<file path="src/rtl/core/krt_pkg.sv">
// Shared types, constants and key helper functions for the keyed record table.
package krt_pkg;

    localparam int KEY_W        = 56;
    localparam int POWER_W      = 16;
    localparam int SLOT_W       = 4;
    localparam int KEY_BYTES    = KEY_W / 8;
    localparam int SLOTS_DEFAULT = 16;

    // Empty slot marker: a single '0' character in the top byte
    localparam logic [KEY_W-1:0] EMPTY_KEY = {8'h30, {(KEY_W-8){1'b0}}};

    typedef enum logic [1:0] {
        OP_INSERT = 2'd0,
        OP_DELETE = 2'd1,
        OP_LOOKUP = 2'd2,
        OP_SORT   = 2'd3
    } op_t;

    typedef enum logic [1:0] {
        ST_DONE    = 2'd0,
        ST_PRESENT = 2'd1,
        ST_MISSING = 2'd2,
        ST_FULL    = 2'd3
    } status_t;

    // One table slot
    typedef struct packed {
        logic [KEY_W-1:0]   key;
        logic [POWER_W-1:0] power;
    } entry_t;

    // Cut a key at its first zero byte, counting from the top byte
    function automatic logic [KEY_W-1:0] trim_key(input logic [KEY_W-1:0] k);
        logic [KEY_W-1:0] r;
        logic             keep;
        logic [7:0]       c;
        r    = '0;
        keep = 1'b1;
        for (int b = KEY_BYTES - 1; b >= 0; b--)
        begin
            c = k[8*b +: 8];
            if (c == 8'h00)
            begin
                keep = 1'b0;
            end
            r[8*b +: 8] = keep ? c : 8'h00;
        end
        return r;
    endfunction

    // Fold upper case ASCII letters to lower case in every byte
    function automatic logic [KEY_W-1:0] fold_key(input logic [KEY_W-1:0] k);
        logic [KEY_W-1:0] r;
        logic [7:0]       c;
        r = '0;
        for (int b = 0; b < KEY_BYTES; b++)
        begin
            c = k[8*b +: 8];
            if (c >= 8'h41 && c <= 8'h5A)
            begin
                c = c + 8'h20;
            end
            r[8*b +: 8] = c;
        end
        return r;
    endfunction

endpackage

</file>
<file path="src/rtl/core/krt_stream_if.sv">
// Command and response channel interfaces of the keyed record table.
interface krt_cmd_if;
    logic                        valid;
    logic                        ready;
    logic [1:0]                  operation;
    logic [krt_pkg::KEY_W-1:0]   plate;
    logic [krt_pkg::POWER_W-1:0] power;

    modport source (output valid, operation, plate, power, input ready);
    modport sink   (input valid, operation, plate, power, output ready);
endinterface

interface krt_rsp_if;
    logic                        valid;
    logic                        ready;
    logic [1:0]                  status;
    logic [krt_pkg::SLOT_W-1:0]  slot;
    logic [krt_pkg::KEY_W-1:0]   found_plate;
    logic [krt_pkg::POWER_W-1:0] found_power;
    logic                        last;

    modport source (output valid, status, slot, found_plate, found_power, last,
                    input ready);
    modport sink   (input valid, status, slot, found_plate, found_power, last,
                    output ready);
endinterface

</file>
<file path="src/rtl/core/krt_slot_store.sv">
// Slot memory: one write and one registered read per cycle, per-slot valid bits.
module krt_slot_store #(
    parameter int SLOTS = krt_pkg::SLOTS_DEFAULT
) (
    input  logic                     clk,
    input  logic                     rst_n,
    input  logic                     rd_en,
    input  logic [$clog2(SLOTS)-1:0] rd_addr,
    input  logic                     wr_en,
    input  logic [$clog2(SLOTS)-1:0] wr_addr,
    input  krt_pkg::entry_t          wr_data,
    output krt_pkg::entry_t          rd_data
);

    krt_pkg::entry_t slot_mem [SLOTS];
    krt_pkg::entry_t rd_data_reg;
    logic [SLOTS-1:0] valid_reg;
    logic [SLOTS-1:0] valid_next;
    logic             rd_valid_reg;
    logic             rd_valid_next;

    // Memory array and read data
    always_ff @(posedge clk)
    begin
        if (wr_en)
        begin
            slot_mem[wr_addr] <= wr_data;
        end
        if (rd_en)
        begin
            rd_data_reg <= slot_mem[rd_addr];
        end
    end

    // Valid bits: a slot never written reads as empty
    always_comb
    begin
        valid_next    = valid_reg;
        rd_valid_next = rd_valid_reg;
        if (wr_en)
        begin
            valid_next[wr_addr] = 1'b1;
        end
        if (rd_en)
        begin
            rd_valid_next = valid_reg[rd_addr];
        end
    end

    always_ff @(posedge clk or negedge rst_n)
    begin
        if (!rst_n)
        begin
            valid_reg    <= '0;
            rd_valid_reg <= 1'b0;
        end
        else
        begin
            valid_reg    <= valid_next;
            rd_valid_reg <= rd_valid_next;
        end
    end

    assign rd_data = rd_valid_reg ? rd_data_reg
                                  : krt_pkg::entry_t'{key: krt_pkg::EMPTY_KEY, power: '0};

endmodule

</file>
<file path="src/rtl/core/keyed_record_table_with_sort_top.sv">
// Top level of the keyed record table: sequencer, command latch and response register.
//
// Table of SLOTS records (7-character key, 16-bit power) with case-insensitive
// keys; a key of "0" marks an empty slot. One command is taken at a time and
// the command channel is not ready until it has finished. All slots sit in one
// single-port-read memory and the sequencer walks them one slot at a time:
// each slot visit is a read step followed by a compare step, and insert,
// delete and lookup stop early when the key is found. Sort runs an exchange
// sort over the memory, then streams SLOTS results, each slot read and then
// output. A finished result waits in the response register; backpressure
// stalls the sequencer only when the next result is due. No clearing pass is
// needed after reset.
module keyed_record_table_with_sort_top #(
    parameter int SLOTS = krt_pkg::SLOTS_DEFAULT
) (
    input  logic     clk,
    input  logic     rst_n,
    krt_cmd_if.sink  cmd,
    krt_rsp_if.source rsp
);

    localparam int IDX_W = $clog2(SLOTS);
    localparam logic [IDX_W-1:0] IDX_LAST = IDX_W'(SLOTS - 1);
    localparam logic [IDX_W-1:0] IDX_OUTER_LAST = IDX_W'(SLOTS - 2);

    typedef enum logic [10:0] {
        S_IDLE    = 11'b000_0000_0001,
        S_SC_RD   = 11'b000_0000_0010,
        S_SC_CK   = 11'b000_0000_0100,
        S_FIN     = 11'b000_0000_1000,
        S_SO_RDI  = 11'b000_0001_0000,
        S_SO_CAPI = 11'b000_0010_0000,
        S_SO_RDJ  = 11'b000_0100_0000,
        S_SO_CMPJ = 11'b000_1000_0000,
        S_SO_WRI  = 11'b001_0000_0000,
        S_EM_RD   = 11'b010_0000_0000,
        S_EM_OUT  = 11'b100_0000_0000
    } state_t;

    typedef struct packed {
        krt_pkg::status_t            status;
        logic [krt_pkg::SLOT_W-1:0]  slot;
        logic [krt_pkg::KEY_W-1:0]   plate;
        logic [krt_pkg::POWER_W-1:0] power;
        logic                        last;
    } rsp_t;

    state_t state_reg, state_next;
    logic [IDX_W-1:0] idx_reg, idx_next;
    logic [IDX_W-1:0] j_reg, j_next;
    logic match_reg, match_next;
    logic empty_reg, empty_next;
    logic out_valid_reg, out_valid_next;

    // Payload registers
    krt_pkg::op_t               op_reg, op_next;
    logic [krt_pkg::KEY_W-1:0]  key_reg, key_next;
    logic [krt_pkg::KEY_W-1:0]  fold_reg, fold_next;
    logic [krt_pkg::POWER_W-1:0] power_reg, power_next;
    logic [IDX_W-1:0]           match_idx_reg, match_idx_next;
    logic [IDX_W-1:0]           empty_idx_reg, empty_idx_next;
    krt_pkg::entry_t            match_ent_reg, match_ent_next;
    krt_pkg::entry_t            hold_reg, hold_next;
    rsp_t                       out_reg, out_next;

    // Memory port
    logic             rd_en;
    logic [IDX_W-1:0] rd_addr;
    logic             wr_en;
    logic [IDX_W-1:0] wr_addr;
    krt_pkg::entry_t  wr_data;
    krt_pkg::entry_t  rd_data;

    logic cmd_fire;
    logic out_free;
    logic key_hit;
    logic slot_empty;
    logic swap;

    krt_slot_store #(
        .SLOTS (SLOTS)
    ) u_store (
        .clk     (clk),
        .rst_n   (rst_n),
        .rd_en   (rd_en),
        .rd_addr (rd_addr),
        .wr_en   (wr_en),
        .wr_addr (wr_addr),
        .wr_data (wr_data),
        .rd_data (rd_data)
    );

    assign cmd.ready = (state_reg == S_IDLE);
    assign cmd_fire  = cmd.valid && cmd.ready;
    assign out_free  = !out_valid_reg || rsp.ready;

    // Shared comparator inputs
    assign key_hit    = (krt_pkg::fold_key(rd_data.key) == fold_reg);
    assign slot_empty = (rd_data.key == krt_pkg::EMPTY_KEY);
    assign swap       = (krt_pkg::fold_key(hold_reg.key) > krt_pkg::fold_key(rd_data.key));

    // Sequencer
    always_comb
    begin
        state_next     = state_reg;
        idx_next       = idx_reg;
        j_next         = j_reg;
        match_next     = match_reg;
        empty_next     = empty_reg;
        out_valid_next = out_valid_reg;
        op_next        = op_reg;
        key_next       = key_reg;
        fold_next      = fold_reg;
        power_next     = power_reg;
        match_idx_next = match_idx_reg;
        empty_idx_next = empty_idx_reg;
        match_ent_next = match_ent_reg;
        hold_next      = hold_reg;
        out_next       = out_reg;
        rd_en          = 1'b0;
        rd_addr        = idx_reg;
        wr_en          = 1'b0;
        wr_addr        = idx_reg;
        wr_data        = hold_reg;

        if (out_valid_reg && rsp.ready)
        begin
            out_valid_next = 1'b0;
        end

        case (state_reg)
            S_IDLE:
            begin
                if (cmd_fire)
                begin
                    op_next    = krt_pkg::op_t'(cmd.operation);
                    key_next   = krt_pkg::trim_key(cmd.plate);
                    fold_next  = krt_pkg::fold_key(krt_pkg::trim_key(cmd.plate));
                    power_next = cmd.power;
                    idx_next   = '0;
                    match_next = 1'b0;
                    empty_next = 1'b0;
                    if (krt_pkg::op_t'(cmd.operation) == krt_pkg::OP_SORT)
                    begin
                        state_next = S_SO_RDI;
                    end
                    else
                    begin
                        state_next = S_SC_RD;
                    end
                end
            end

            // Key scan: read one slot, then compare it
            S_SC_RD:
            begin
                rd_en      = 1'b1;
                rd_addr    = idx_reg;
                state_next = S_SC_CK;
            end

            S_SC_CK:
            begin
                if (slot_empty && !empty_reg)
                begin
                    empty_next     = 1'b1;
                    empty_idx_next = idx_reg;
                end
                if (key_hit)
                begin
                    match_next     = 1'b1;
                    match_idx_next = idx_reg;
                    match_ent_next = rd_data;
                    state_next     = S_FIN;
                end
                else if (idx_reg == IDX_LAST)
                begin
                    state_next = S_FIN;
                end
                else
                begin
                    idx_next   = idx_reg + 1'b1;
                    state_next = S_SC_RD;
                end
            end

            // Result and table update for insert, delete, lookup
            S_FIN:
            begin
                if (out_free)
                begin
                    out_valid_next = 1'b1;
                    out_next.last  = 1'b1;
                    out_next.status = krt_pkg::ST_DONE;
                    out_next.slot  = krt_pkg::SLOT_W'(match_idx_reg);
                    out_next.plate = match_ent_reg.key;
                    out_next.power = match_ent_reg.power;
                    if (op_reg == krt_pkg::OP_INSERT)
                    begin
                        if (match_reg)
                        begin
                            out_next.status = krt_pkg::ST_PRESENT;
                        end
                        else if (empty_reg)
                        begin
                            out_next.slot  = krt_pkg::SLOT_W'(empty_idx_reg);
                            out_next.plate = key_reg;
                            out_next.power = power_reg;
                            wr_en          = 1'b1;
                            wr_addr        = empty_idx_reg;
                            wr_data        = '{key: key_reg, power: power_reg};
                        end
                        else
                        begin
                            out_next.status = krt_pkg::ST_FULL;
                            out_next.slot   = '0;
                            out_next.plate  = '0;
                            out_next.power  = '0;
                        end
                    end
                    else if (!match_reg)
                    begin
                        out_next.status = krt_pkg::ST_MISSING;
                        out_next.slot   = '0;
                        out_next.plate  = '0;
                        out_next.power  = '0;
                    end
                    else if (op_reg == krt_pkg::OP_DELETE)
                    begin
                        wr_en   = 1'b1;
                        wr_addr = match_idx_reg;
                        wr_data = '{key: krt_pkg::EMPTY_KEY, power: '0};
                    end
                    state_next = S_IDLE;
                end
            end

            // Exchange sort: slot i lives in hold_reg while j sweeps above it
            S_SO_RDI:
            begin
                rd_en      = 1'b1;
                rd_addr    = idx_reg;
                state_next = S_SO_CAPI;
            end

            S_SO_CAPI:
            begin
                hold_next  = rd_data;
                j_next     = idx_reg + 1'b1;
                state_next = S_SO_RDJ;
            end

            S_SO_RDJ:
            begin
                rd_en      = 1'b1;
                rd_addr    = j_reg;
                state_next = S_SO_CMPJ;
            end

            S_SO_CMPJ:
            begin
                if (swap)
                begin
                    wr_en     = 1'b1;
                    wr_addr   = j_reg;
                    wr_data   = hold_reg;
                    hold_next = rd_data;
                end
                if (j_reg == IDX_LAST)
                begin
                    state_next = S_SO_WRI;
                end
                else
                begin
                    j_next     = j_reg + 1'b1;
                    state_next = S_SO_RDJ;
                end
            end

            S_SO_WRI:
            begin
                wr_en   = 1'b1;
                wr_addr = idx_reg;
                wr_data = hold_reg;
                if (idx_reg == IDX_OUTER_LAST)
                begin
                    idx_next   = '0;
                    state_next = S_EM_RD;
                end
                else
                begin
                    idx_next   = idx_reg + 1'b1;
                    state_next = S_SO_RDI;
                end
            end

            // List every slot in index order
            S_EM_RD:
            begin
                rd_en      = 1'b1;
                rd_addr    = idx_reg;
                state_next = S_EM_OUT;
            end

            S_EM_OUT:
            begin
                if (out_free)
                begin
                    out_valid_next  = 1'b1;
                    out_next.status = krt_pkg::ST_DONE;
                    out_next.slot   = krt_pkg::SLOT_W'(idx_reg);
                    out_next.plate  = rd_data.key;
                    out_next.power  = rd_data.power;
                    out_next.last   = (idx_reg == IDX_LAST);
                    if (idx_reg == IDX_LAST)
                    begin
                        state_next = S_IDLE;
                    end
                    else
                    begin
                        idx_next   = idx_reg + 1'b1;
                        state_next = S_EM_RD;
                    end
                end
            end

            default:
            begin
                state_next = S_IDLE;
            end
        endcase
    end

    // Control state
    always_ff @(posedge clk or negedge rst_n)
    begin
        if (!rst_n)
        begin
            state_reg     <= S_IDLE;
            idx_reg       <= '0;
            j_reg         <= '0;
            match_reg     <= 1'b0;
            empty_reg     <= 1'b0;
            out_valid_reg <= 1'b0;
        end
        else
        begin
            state_reg     <= state_next;
            idx_reg       <= idx_next;
            j_reg         <= j_next;
            match_reg     <= match_next;
            empty_reg     <= empty_next;
            out_valid_reg <= out_valid_next;
        end
    end

    // Payload
    always_ff @(posedge clk)
    begin
        op_reg        <= op_next;
        key_reg       <= key_next;
        fold_reg      <= fold_next;
        power_reg     <= power_next;
        match_idx_reg <= match_idx_next;
        empty_idx_reg <= empty_idx_next;
        match_ent_reg <= match_ent_next;
        hold_reg      <= hold_next;
        out_reg       <= out_next;
    end

    // Response channel
    assign rsp.valid       = out_valid_reg;
    assign rsp.status      = out_reg.status;
    assign rsp.slot        = out_reg.slot;
    assign rsp.found_plate = out_reg.plate;
    assign rsp.found_power = out_reg.power;
    assign rsp.last        = out_reg.last;

    // Checks
    a_busy_after_cmd: assert property (@(posedge clk) disable iff (!rst_n)
        cmd_fire |=> !cmd.ready)
        else $error("command channel ready right after taking an item");

    a_error_is_single: assert property (@(posedge clk) disable iff (!rst_n)
        rsp.valid && (rsp.status != krt_pkg::ST_DONE) |-> rsp.last)
        else $error("error response not marked last");

    a_error_zeroed: assert property (@(posedge clk) disable iff (!rst_n)
        rsp.valid && ((rsp.status == krt_pkg::ST_MISSING) || (rsp.status == krt_pkg::ST_FULL))
        |-> (rsp.slot == '0) && (rsp.found_plate == '0) && (rsp.found_power == '0))
        else $error("missing or full response carries slot data");

    a_no_write_idle: assert property (@(posedge clk) disable iff (!rst_n)
        (state_reg == S_IDLE) |-> !wr_en)
        else $error("table written while idle");

endmodule
</file>
<file path="src/flat_wrapper.sv">
// flat-port wrapper written by rule: the top's interface ports become plain ports
module keyed_record_table_with_sort_top_flat 
#(
    parameter int SLOTS = krt_pkg::SLOTS_DEFAULT
)
  (clk, rst_n, cmd_valid, cmd_operation, cmd_plate, cmd_power, cmd_ready, rsp_valid, rsp_status, rsp_slot, rsp_found_plate, rsp_found_power, rsp_last, rsp_ready);
  krt_cmd_if cmd_i ();
  krt_rsp_if rsp_i ();
  input  logic clk;
  input  logic rst_n;
  input wire logic [$bits(cmd_i.valid)-1:0] cmd_valid;
  input wire logic [$bits(cmd_i.operation)-1:0] cmd_operation;
  input wire logic [$bits(cmd_i.plate)-1:0] cmd_plate;
  input wire logic [$bits(cmd_i.power)-1:0] cmd_power;
  output wire logic [$bits(cmd_i.ready)-1:0] cmd_ready;
  output wire logic [$bits(rsp_i.valid)-1:0] rsp_valid;
  output wire logic [$bits(rsp_i.status)-1:0] rsp_status;
  output wire logic [$bits(rsp_i.slot)-1:0] rsp_slot;
  output wire logic [$bits(rsp_i.found_plate)-1:0] rsp_found_plate;
  output wire logic [$bits(rsp_i.found_power)-1:0] rsp_found_power;
  output wire logic [$bits(rsp_i.last)-1:0] rsp_last;
  input wire logic [$bits(rsp_i.ready)-1:0] rsp_ready;
  assign cmd_i.valid = cmd_valid;
  assign cmd_i.operation = cmd_operation;
  assign cmd_i.plate = cmd_plate;
  assign cmd_i.power = cmd_power;
  assign cmd_ready = cmd_i.ready;
  assign rsp_valid = rsp_i.valid;
  assign rsp_status = rsp_i.status;
  assign rsp_slot = rsp_i.slot;
  assign rsp_found_plate = rsp_i.found_plate;
  assign rsp_found_power = rsp_i.found_power;
  assign rsp_last = rsp_i.last;
  assign rsp_i.ready = rsp_ready;
  keyed_record_table_with_sort_top #(.SLOTS(SLOTS)) u_core (.clk(clk), .rst_n(rst_n), .cmd(cmd_i), .rsp(rsp_i));
endmodule
</file>
<file path="config.mk">
export PLATFORM = sky130hd
export DESIGN_NAME = keyed_record_table_with_sort_top_flat
export DESIGN_NICKNAME = d
export VERILOG_FILES = /design/src/rtl/core/krt_pkg.sv /design/src/rtl/core/krt_stream_if.sv /design/src/rtl/core/krt_slot_store.sv /design/src/rtl/core/keyed_record_table_with_sort_top.sv /design/src/flat_wrapper.sv
export SDC_FILE = /design/constraint.sdc
export NUM_CORES = 2
export LEC_CHECK = 0
export BUFFER_PORTS_ARGS = -buffer_cell sky130_fd_sc_hd__buf_4
export CELL_PAD_IN_SITES_DETAIL_PLACEMENT = 0
export CELL_PAD_IN_SITES_GLOBAL_PLACEMENT = 1
export CORE_MARGIN = 2
export CORE_UTILIZATION = 55
export DETAILED_ROUTE_END_ITERATION = 10
export PLACE_DENSITY_LB_ADDON = 0.25
export SYNTH_ARGS = -nofsm -noshare
export SYNTH_HDL_FRONTEND = slang
export SYNTH_HIERARCHICAL = 1
export SYNTH_SLANG_ARGS = --single-unit
</file>
<file path="constraint.sdc">
create_clock -name clk -period 10.7 [get_ports clk]
set_input_delay 1.07 -clock clk [delete_from_list [all_inputs] [get_ports clk]]
set_output_delay 1.07 -clock clk [all_outputs]
set_load 0.03 [all_outputs]
</file>
**Word-level counts from Yosys, hierarchy flattened**

Memories as Yosys holds them, arrays and structs flattened. A register that Yosys moved wholly into a read port is not among the register bits.
Cells that the tools add are included.

- Multiplexer cells: 118
- Bitwise operators: 1
- Order comparisons: 46
- Eq/ne operators: 26
- Reduce and logical (&&, ||, !) cells: 52
- Add/subtract/negate cells: 23

Operator list:

| cell | number |
|---|---|
| 72-bit two-way mux | 9 |
| 8-bit two-way mux | 28 |
| 8-bit by 6-bit adder with 8-bit output, second input constant | 21 |
| 8-bit by 7-bit >= comparator with 1-bit output, second input constant | 21 |
| 8-bit by 7-bit <= comparator with 1-bit output, second input constant | 21 |
| 79-bit two-way mux | 2 |
| 79-bit case mux with 2 select lines | 1 |
| 78-bit two-way mux | 2 |
| 76-bit two-way mux | 2 |
| 72-bit case mux with 2 select lines | 1 |
| 11-bit case mux with 11 select lines | 1 |
| 4-bit two-way mux | 15 |
| 56-bit by 54-bit equality test with 1-bit output, second input constant | 1 |
| 56-bit equality test | 1 |
| 56-bit > comparator | 1 |
| 8-bit zero test | 7 |
| 11-bit two-way mux | 4 |
| 1-bit two-way mux | 39 |
| 1-bit logical AND | 25 |
| 10-bit two-way mux | 2 |
| 16-bit OR | 1 |
| 4-bit case mux with 2 select lines | 2 |
| 4-bit case mux with 4 select lines | 1 |
| 4-bit equality test, second input constant | 3 |
| 35 further kinds | 55 |

- Input port bits: 78
- Output and inout bits: 81
- Word-level logic and storage cells: 290
- Memories: 1
- Bits in writable memories: 1,152
- Bits in registers: 400

Memory list:

| name | depth | bits a word | read ports | clocked after memory_dff | wr ports | line | RTL |
|---|---|---|---|---|---|---|---|
| u_core.u_store.slot_mem | 16 | 72 | 1 | 1 | 1 | krt_slot_store.sv:15 | `krt_pkg::entry_t slot_mem [SLOTS];` |

**Longest topological paths before layout**

- Depth after elaboration: 26
- Gate-level depth with buffers: 19
- Depth with buffers taken out: 18

**By module**

Netlist, hierarchy kept.

By module, submodules not included:

| module | times used | seq. area each (um^2) | area each (um^2) | cells an instance |
|---|---|---|---|---|
| krt_slot_store | 1 | 37,180.7 | 46,693.5 | 1,808 |
| keyed_record_table_with_sort_top | 1 | 10,341.2 | 17,579.4 | 1,425 |

**Worst setup path before layout**

OpenSTA, ideal clock, no wires.

- Kind: reg-to-reg
- From: register u_core.u_store.rd_valid_reg
- To: register u_core.u_store.valid_reg[0]
- Cell stages (with the launch flop): 16
- Path buffers: 1
- Path slack: 0.938 ns
- Data required time: 10.605 ns
- Data arrival time: 9.667 ns
- Library setup time: 0.095 ns
- Period minus slack after synthesis: 9.762 ns
- Path through: dfrtp_1 -> clkbuf_1 -> and2_1 -> or4_1 -> o22a_1 -> a21bo_2 -> ha_1 -> nand4_1 -> or4_1 -> nor3_1 -> o31ai_1 -> a21oi_1 -> o21ai_0 -> or3b_2 -> nor3_1 -> or2_2

- Word-level cells in the longest chain between the ends: 12
- Elaborated cells on any way between the ends: 47
- Those cells by class: add/sub: 7; order compare: 17; mux: 14; bitwise: 1; reduce/logical: 8

Ends and longest elaborated chain:

| item | line | RTL |
|---|---|---|
| start: declaration | krt_slot_store.sv:19 | `logic rd_valid_reg;` |
| start signal: assignment | krt_slot_store.sv:60 | `rd_valid_reg <= rd_valid_next;` |
| 72-bit two-way mux (*) | krt_slot_store.sv:64 | `assign rd_data = rd_valid_reg ? rd_data_reg` |
| 8-bit by 7-bit >= comparator with 1-bit output or 8-bit by 7-bit <= comparator with 1-bit output (tied branches) | krt_pkg.sv:60 | `if (c >= 8'h41 && c <= 8'h5A)` |
| 1-bit logical AND | krt_pkg.sv:60 |  |
| 8-bit two-way mux | krt_pkg.sv:60 |  |
| 56-bit > comparator (*) | keyed_record_table_with_sort_top.sv:100 | `assign swap = (krt_pkg::fold_key(hold_reg.key) > krt_pkg::fold_key(rd_data.key));` |
| 4-bit two-way mux (*) | keyed_record_table_with_sort_top.sv:262 | `if (swap)` |
| 4-bit case mux with 2 select lines (*) | keyed_record_table_with_sort_top.sv:131 | `case (state_reg)` |
| net u_core.wr_addr[3] | keyed_record_table_with_sort_top.sv:70 | `logic [IDX_W-1:0] wr_addr;` |
| 4-bit by 5-bit less-than comparator with 1-bit output (implied by the code) or 4-bit by 1-bit >= comparator with 1-bit output (tied branches) | krt_slot_store.sv:42 | `valid_next[wr_addr] = 1'b1;` |
| 1-bit logical AND (implied by the code) | krt_slot_store.sv:42 |  |
| 1-bit two-way mux (implied by the code) | krt_slot_store.sv:42 |  |
| 1-bit demux with 4-bit select (*) | krt_slot_store.sv:42 |  |
| 16-bit OR (no source line) (*) | - |  |
| end signal: assignment | krt_slot_store.sv:59 | `valid_reg <= valid_next;` |
| end: declaration | krt_slot_store.sv:17 | `logic [SLOTS-1:0] valid_reg;` |

Mark *: on every way through the listed nets, which the timed path passes. The rest lies on a longest branch.
A chain may end at the register's enable or synchronous reset.

**Worst setup path in the final report**

- From: register u_core.u_store.rd_valid_reg
- To: memory u_core/u_store/slot_mem[5][9] in the netlist's numbering, enable pin

- Elaborated cells on any way between the ends: 43
- Those cells by class: add/sub: 7; order compare: 15; mux: 14; reduce/logical: 7

RTL lines:

| item | line |
|---|---|
| 72-bit two-way mux (*) | krt_slot_store.sv:64 |
| 8-bit by 7-bit >= comparator with 1-bit output or 8-bit by 7-bit <= comparator with 1-bit output (tied branches) | krt_pkg.sv:60 |
| 1-bit logical AND | krt_pkg.sv:60 |
| 8-bit two-way mux | krt_pkg.sv:60 |
| 56-bit > comparator (*) | keyed_record_table_with_sort_top.sv:100 |
| 4-bit two-way mux (*) | keyed_record_table_with_sort_top.sv:262 |
| 4-bit case mux with 2 select lines (*) | keyed_record_table_with_sort_top.sv:131 |
| net u_core.wr_addr[1] | keyed_record_table_with_sort_top.sv:70 |
| end: declaration | krt_slot_store.sv:15 |

Marks and branches as above.

==> results_dict.tcl <==
set metrics [dict create \
    holdCritPathClass "primary input to asynchronous set/reset pin" \
    ant_nets 0 \
    p_clk_share_pct 39.2 \
    cts_tree "done" \
    yosys_register_bits 1589 \
    die_x_um 346 \
    dpl.hpwl_mm 106 \
    peakVddDrop_mv 0.173 \
    layout-drive-gt1-share_pct 24.1 \
    critPathMaxFanout 41 \
    routed_wl_mm 172 \
    syn2layout_area_growth_pct 12.8 \
    numCtsBuffers 161 \
    insertion_delay_ns 0.78 \
    drc_errors 0 \
    postLayoutCellArea_mm2 0.0725 \
    postSynth.asyncResetShare_pct 2.45 \
    criticalPathCategory "register to register" \
    whs_ns 0.287 \
    fin_crit_ns 7.98 \
    final.period_utilization_pct 74.6 \
    viasPerCell 6.72 \
    synth-edff-count 1550 \
    synth_area_mm2 0.0643 \
    start_kind "register" \
    ys.flop_type "edfxtp_1" \
    relSlewSlack_pct 15.1 \
    gp_congestion 0.907 \
    grt_pass1_vias 34390 \
    endpoint_kind "register" \
    syn-num-nets 3391 \
    worstMarginPinSlew_ns 1.27 \
    p_leak_nw 22.9 \
    p_seq_share_pct 51.6 \
    pwr_density_cell_mw_per_mm2 193 \
    p_switching_mw 3.29 \
    antenna_found_initial 12 \
    setup_viol 0 \
    yosys_warnings 6 \
    share_comb_of_total_power_pct 9.2 \
    first_iter_violations 4830 \
    ys_types 79 \
    rsz0062_at_grt "false" \
    postCtsSetupBuffers 0 \
    cts.htree.levels 4 \
    yosysSeqAreaShare_pct 73.9 \
    cts.repair.resized 0 \
    first_pass_iters 5 \
    ios 159 \
    wl_per_cell_um 33.5 \
    grt-ovfl-total 0 \
    worst_ep_required_time_ns 11.09 \
    nNetsFinal 3621 \
    intPower_mw 10.7 \
    vias 34403 \
    core.rowCount 125 \
    postPlaceCellArea_mm2 0.0674 \
    grt_max_degree 134 \
    die_area_mm2 0.120 \
    grt_pass1_wl_mm 248 \
    ctsHoldBuffers 0 \
    coreArea_mm2 0.116 \
    drv_slew 0 \
    root_buffer "clkbuf_16" \
    switching_share_pct 23.6 \
    n_fill_cell 7940 \
    cts_buffer_depth 3 \
    hold_viol 0 \
    portBuffers 158 \
    cts_num_sinks 1589 \
    status "completed" \
    syn_area_per_cell_um2 19.9 \
    arrival_ns 8.37 \
    drv_cap 0 \
    path_clk_slew_ns 0.06 \
    skew_ns 0.0367 \
    grtUsageTotal_pct 29.0 \
    top_register "u_core/u_store/slot_mem" \
    start_util_pct 55.4 \
    fmax_mhz 125 \
    largest_reg_flops 1152 \
    netlist_instances 3233 \
    final.setup.tns_ns 0 \
    die_h_um 346 \
]
kinds of logic after synthesis:
kind of cell               Yosys count  share of synthesized area [%]
AOI/OAI and AO/OA                  415                           4.79
buffers and inverters              228                           1.65
DFF                               1589                           73.9
muxes                              377                           13.1
and+or+nand+nor                    498                           4.30
adders and majority gates           80                           1.56
xor gates and xnor gates            46                          0.627
area by class of cell:
cell class	count	area (um^2)	share of cell area, %
diodes	4	10.0	0.0138
clock buffers	194	4240	5.84
clock inverters	99	895	1.23
inverters	74	280	0.387
multi-input cells	1416	15900	21.9
flip-flops and latches	1589	47500	65.5
well taps	1524	1910	2.63
repair buffers	221	1750	2.41
worst max-delay path, stage by stage (launching register included):
cell and delay (ns):
dfrtp_2 0.65, buf_4 0.43, and2_1 0.30, or4_1 0.60, o22a_1 0.25, a21bo_2 0.23
ha_1 0.30, nand4_1 0.15, or4_1 0.63, nor3_1 0.33, o31ai_1 0.13, a21oi_1 0.83
o211ai_1 0.51, nand2b_1 0.46, nor2_4 0.42, buf_4 0.57, buf_4 0.68
worst paths after layout:
check                                            start                             to  slack [ns]  cells after the start
max reg2reg                u_core/u_store/rd_valid_reg  u_core/u_store/slot_mem[5][9]        2.72                     16
min reg2reg                u_core/u_store/valid_reg[6]    u_core/u_store/valid_reg[6]        0.47                      1
max                        u_core/u_store/rd_valid_reg  u_core/u_store/slot_mem[5][9]        2.72                     16
min in group clk           u_core/u_store/valid_reg[6]    u_core/u_store/valid_reg[6]        0.47                      1
min                                              rst_n    u_core/u_store/valid_reg[7]        0.29                      1
max in group asynchronous                        rst_n               u_core/match_reg       10.00                      1
cell usage after synthesis, types with 20 or more instances:
| master | n | area, um^2 |
|---|---|---|
| nor3_1 | 25 | 125 |
| clkbuf_1 | 94 | 353 |
| o21ai_0 | 21 | 105 |
| a221oi_1 | 78 | 683 |
| dfrtp_1 | 38 | 951 |
| inv_1 | 74 | 278 |
| edfxtp_1 | 1550 | 46500 |
| mux4_1 | 24 | 631 |
| a21o_1 | 42 | 315 |
| a22o_1 | 57 | 499 |
| nor2_1 | 116 | 435 |
| nand2_1 | 57 | 214 |
| xor2_1 | 25 | 219 |
| xnor2_1 | 21 | 184 |
| buf_4 | 20 | 150 |
| or2_2 | 26 | 163 |
| mux4_2 | 340 | 7660 |
| or4_1 | 23 | 173 |
| nand4_1 | 21 | 131 |
| a21oi_1 | 103 | 515 |
| and2_1 | 117 | 732 |
| ha_1 | 80 | 1000 |
power by group through the flow:
| stage | sequential (mW) | combinational, mW | clock, mW |
|---|---|---|---|
| after floorplan | 7.24 | 0.842 | 0 |
| after global placement | 7.33 | 1.26 | 0 |
| after detailed placement | 7.33 | 1.28 | 0 |
| after CTS | 7.20 | 1.28 | 5.55 |
| after global routing | 7.21 | 1.35 | 5.77 |
| final | 7.21 | 1.28 | 5.48 |
cell usage in the layout, fill, tap and decap left out, types with 36 or more instances in the layout:
cell type     n
a221oi_1     78
buf_4       214
mux4_2      340
a21o_1       42
dfrtp_1      36
clkbuf_16   165
clkinv_1     42
ha_1         80
nor2_1      103
and2_1      116
inv_1        73
edfxtp_1   1550
a21oi_1     101
a22o_1       57
nand2_1      57
stage by stage:
step           std cells  util (%)  worst slack, ns  power (mW)
2_1_floorplan       3233         -            0.938        8.08
3_3_place_gp        4824      58.0             3.19        8.59
4_1_cts             5117      62.5             2.89        14.0
5_1_grt             5118      62.5             2.51        14.3
6_report            5121      62.5             2.72        14.0
3_5_place_dp        4824      58.0             2.92        8.61
layer usage:
metal | routed length [um] | GRT usage (%) | up-vias | part of all wire (%)
met5 | 44 | 0 | - | 0.026
met4 | 6190 | 10.5 | 8 | 3.6
met3 | 17500 | 5.83 | 307 | 10
met2 | 80500 | 44.7 | 2050 | 47
met1 | 67600 | 41.6 | 18094 | 39
li1 | - | - | 13944 | -
Note: power is estimated with default switching activity, not from simulation.
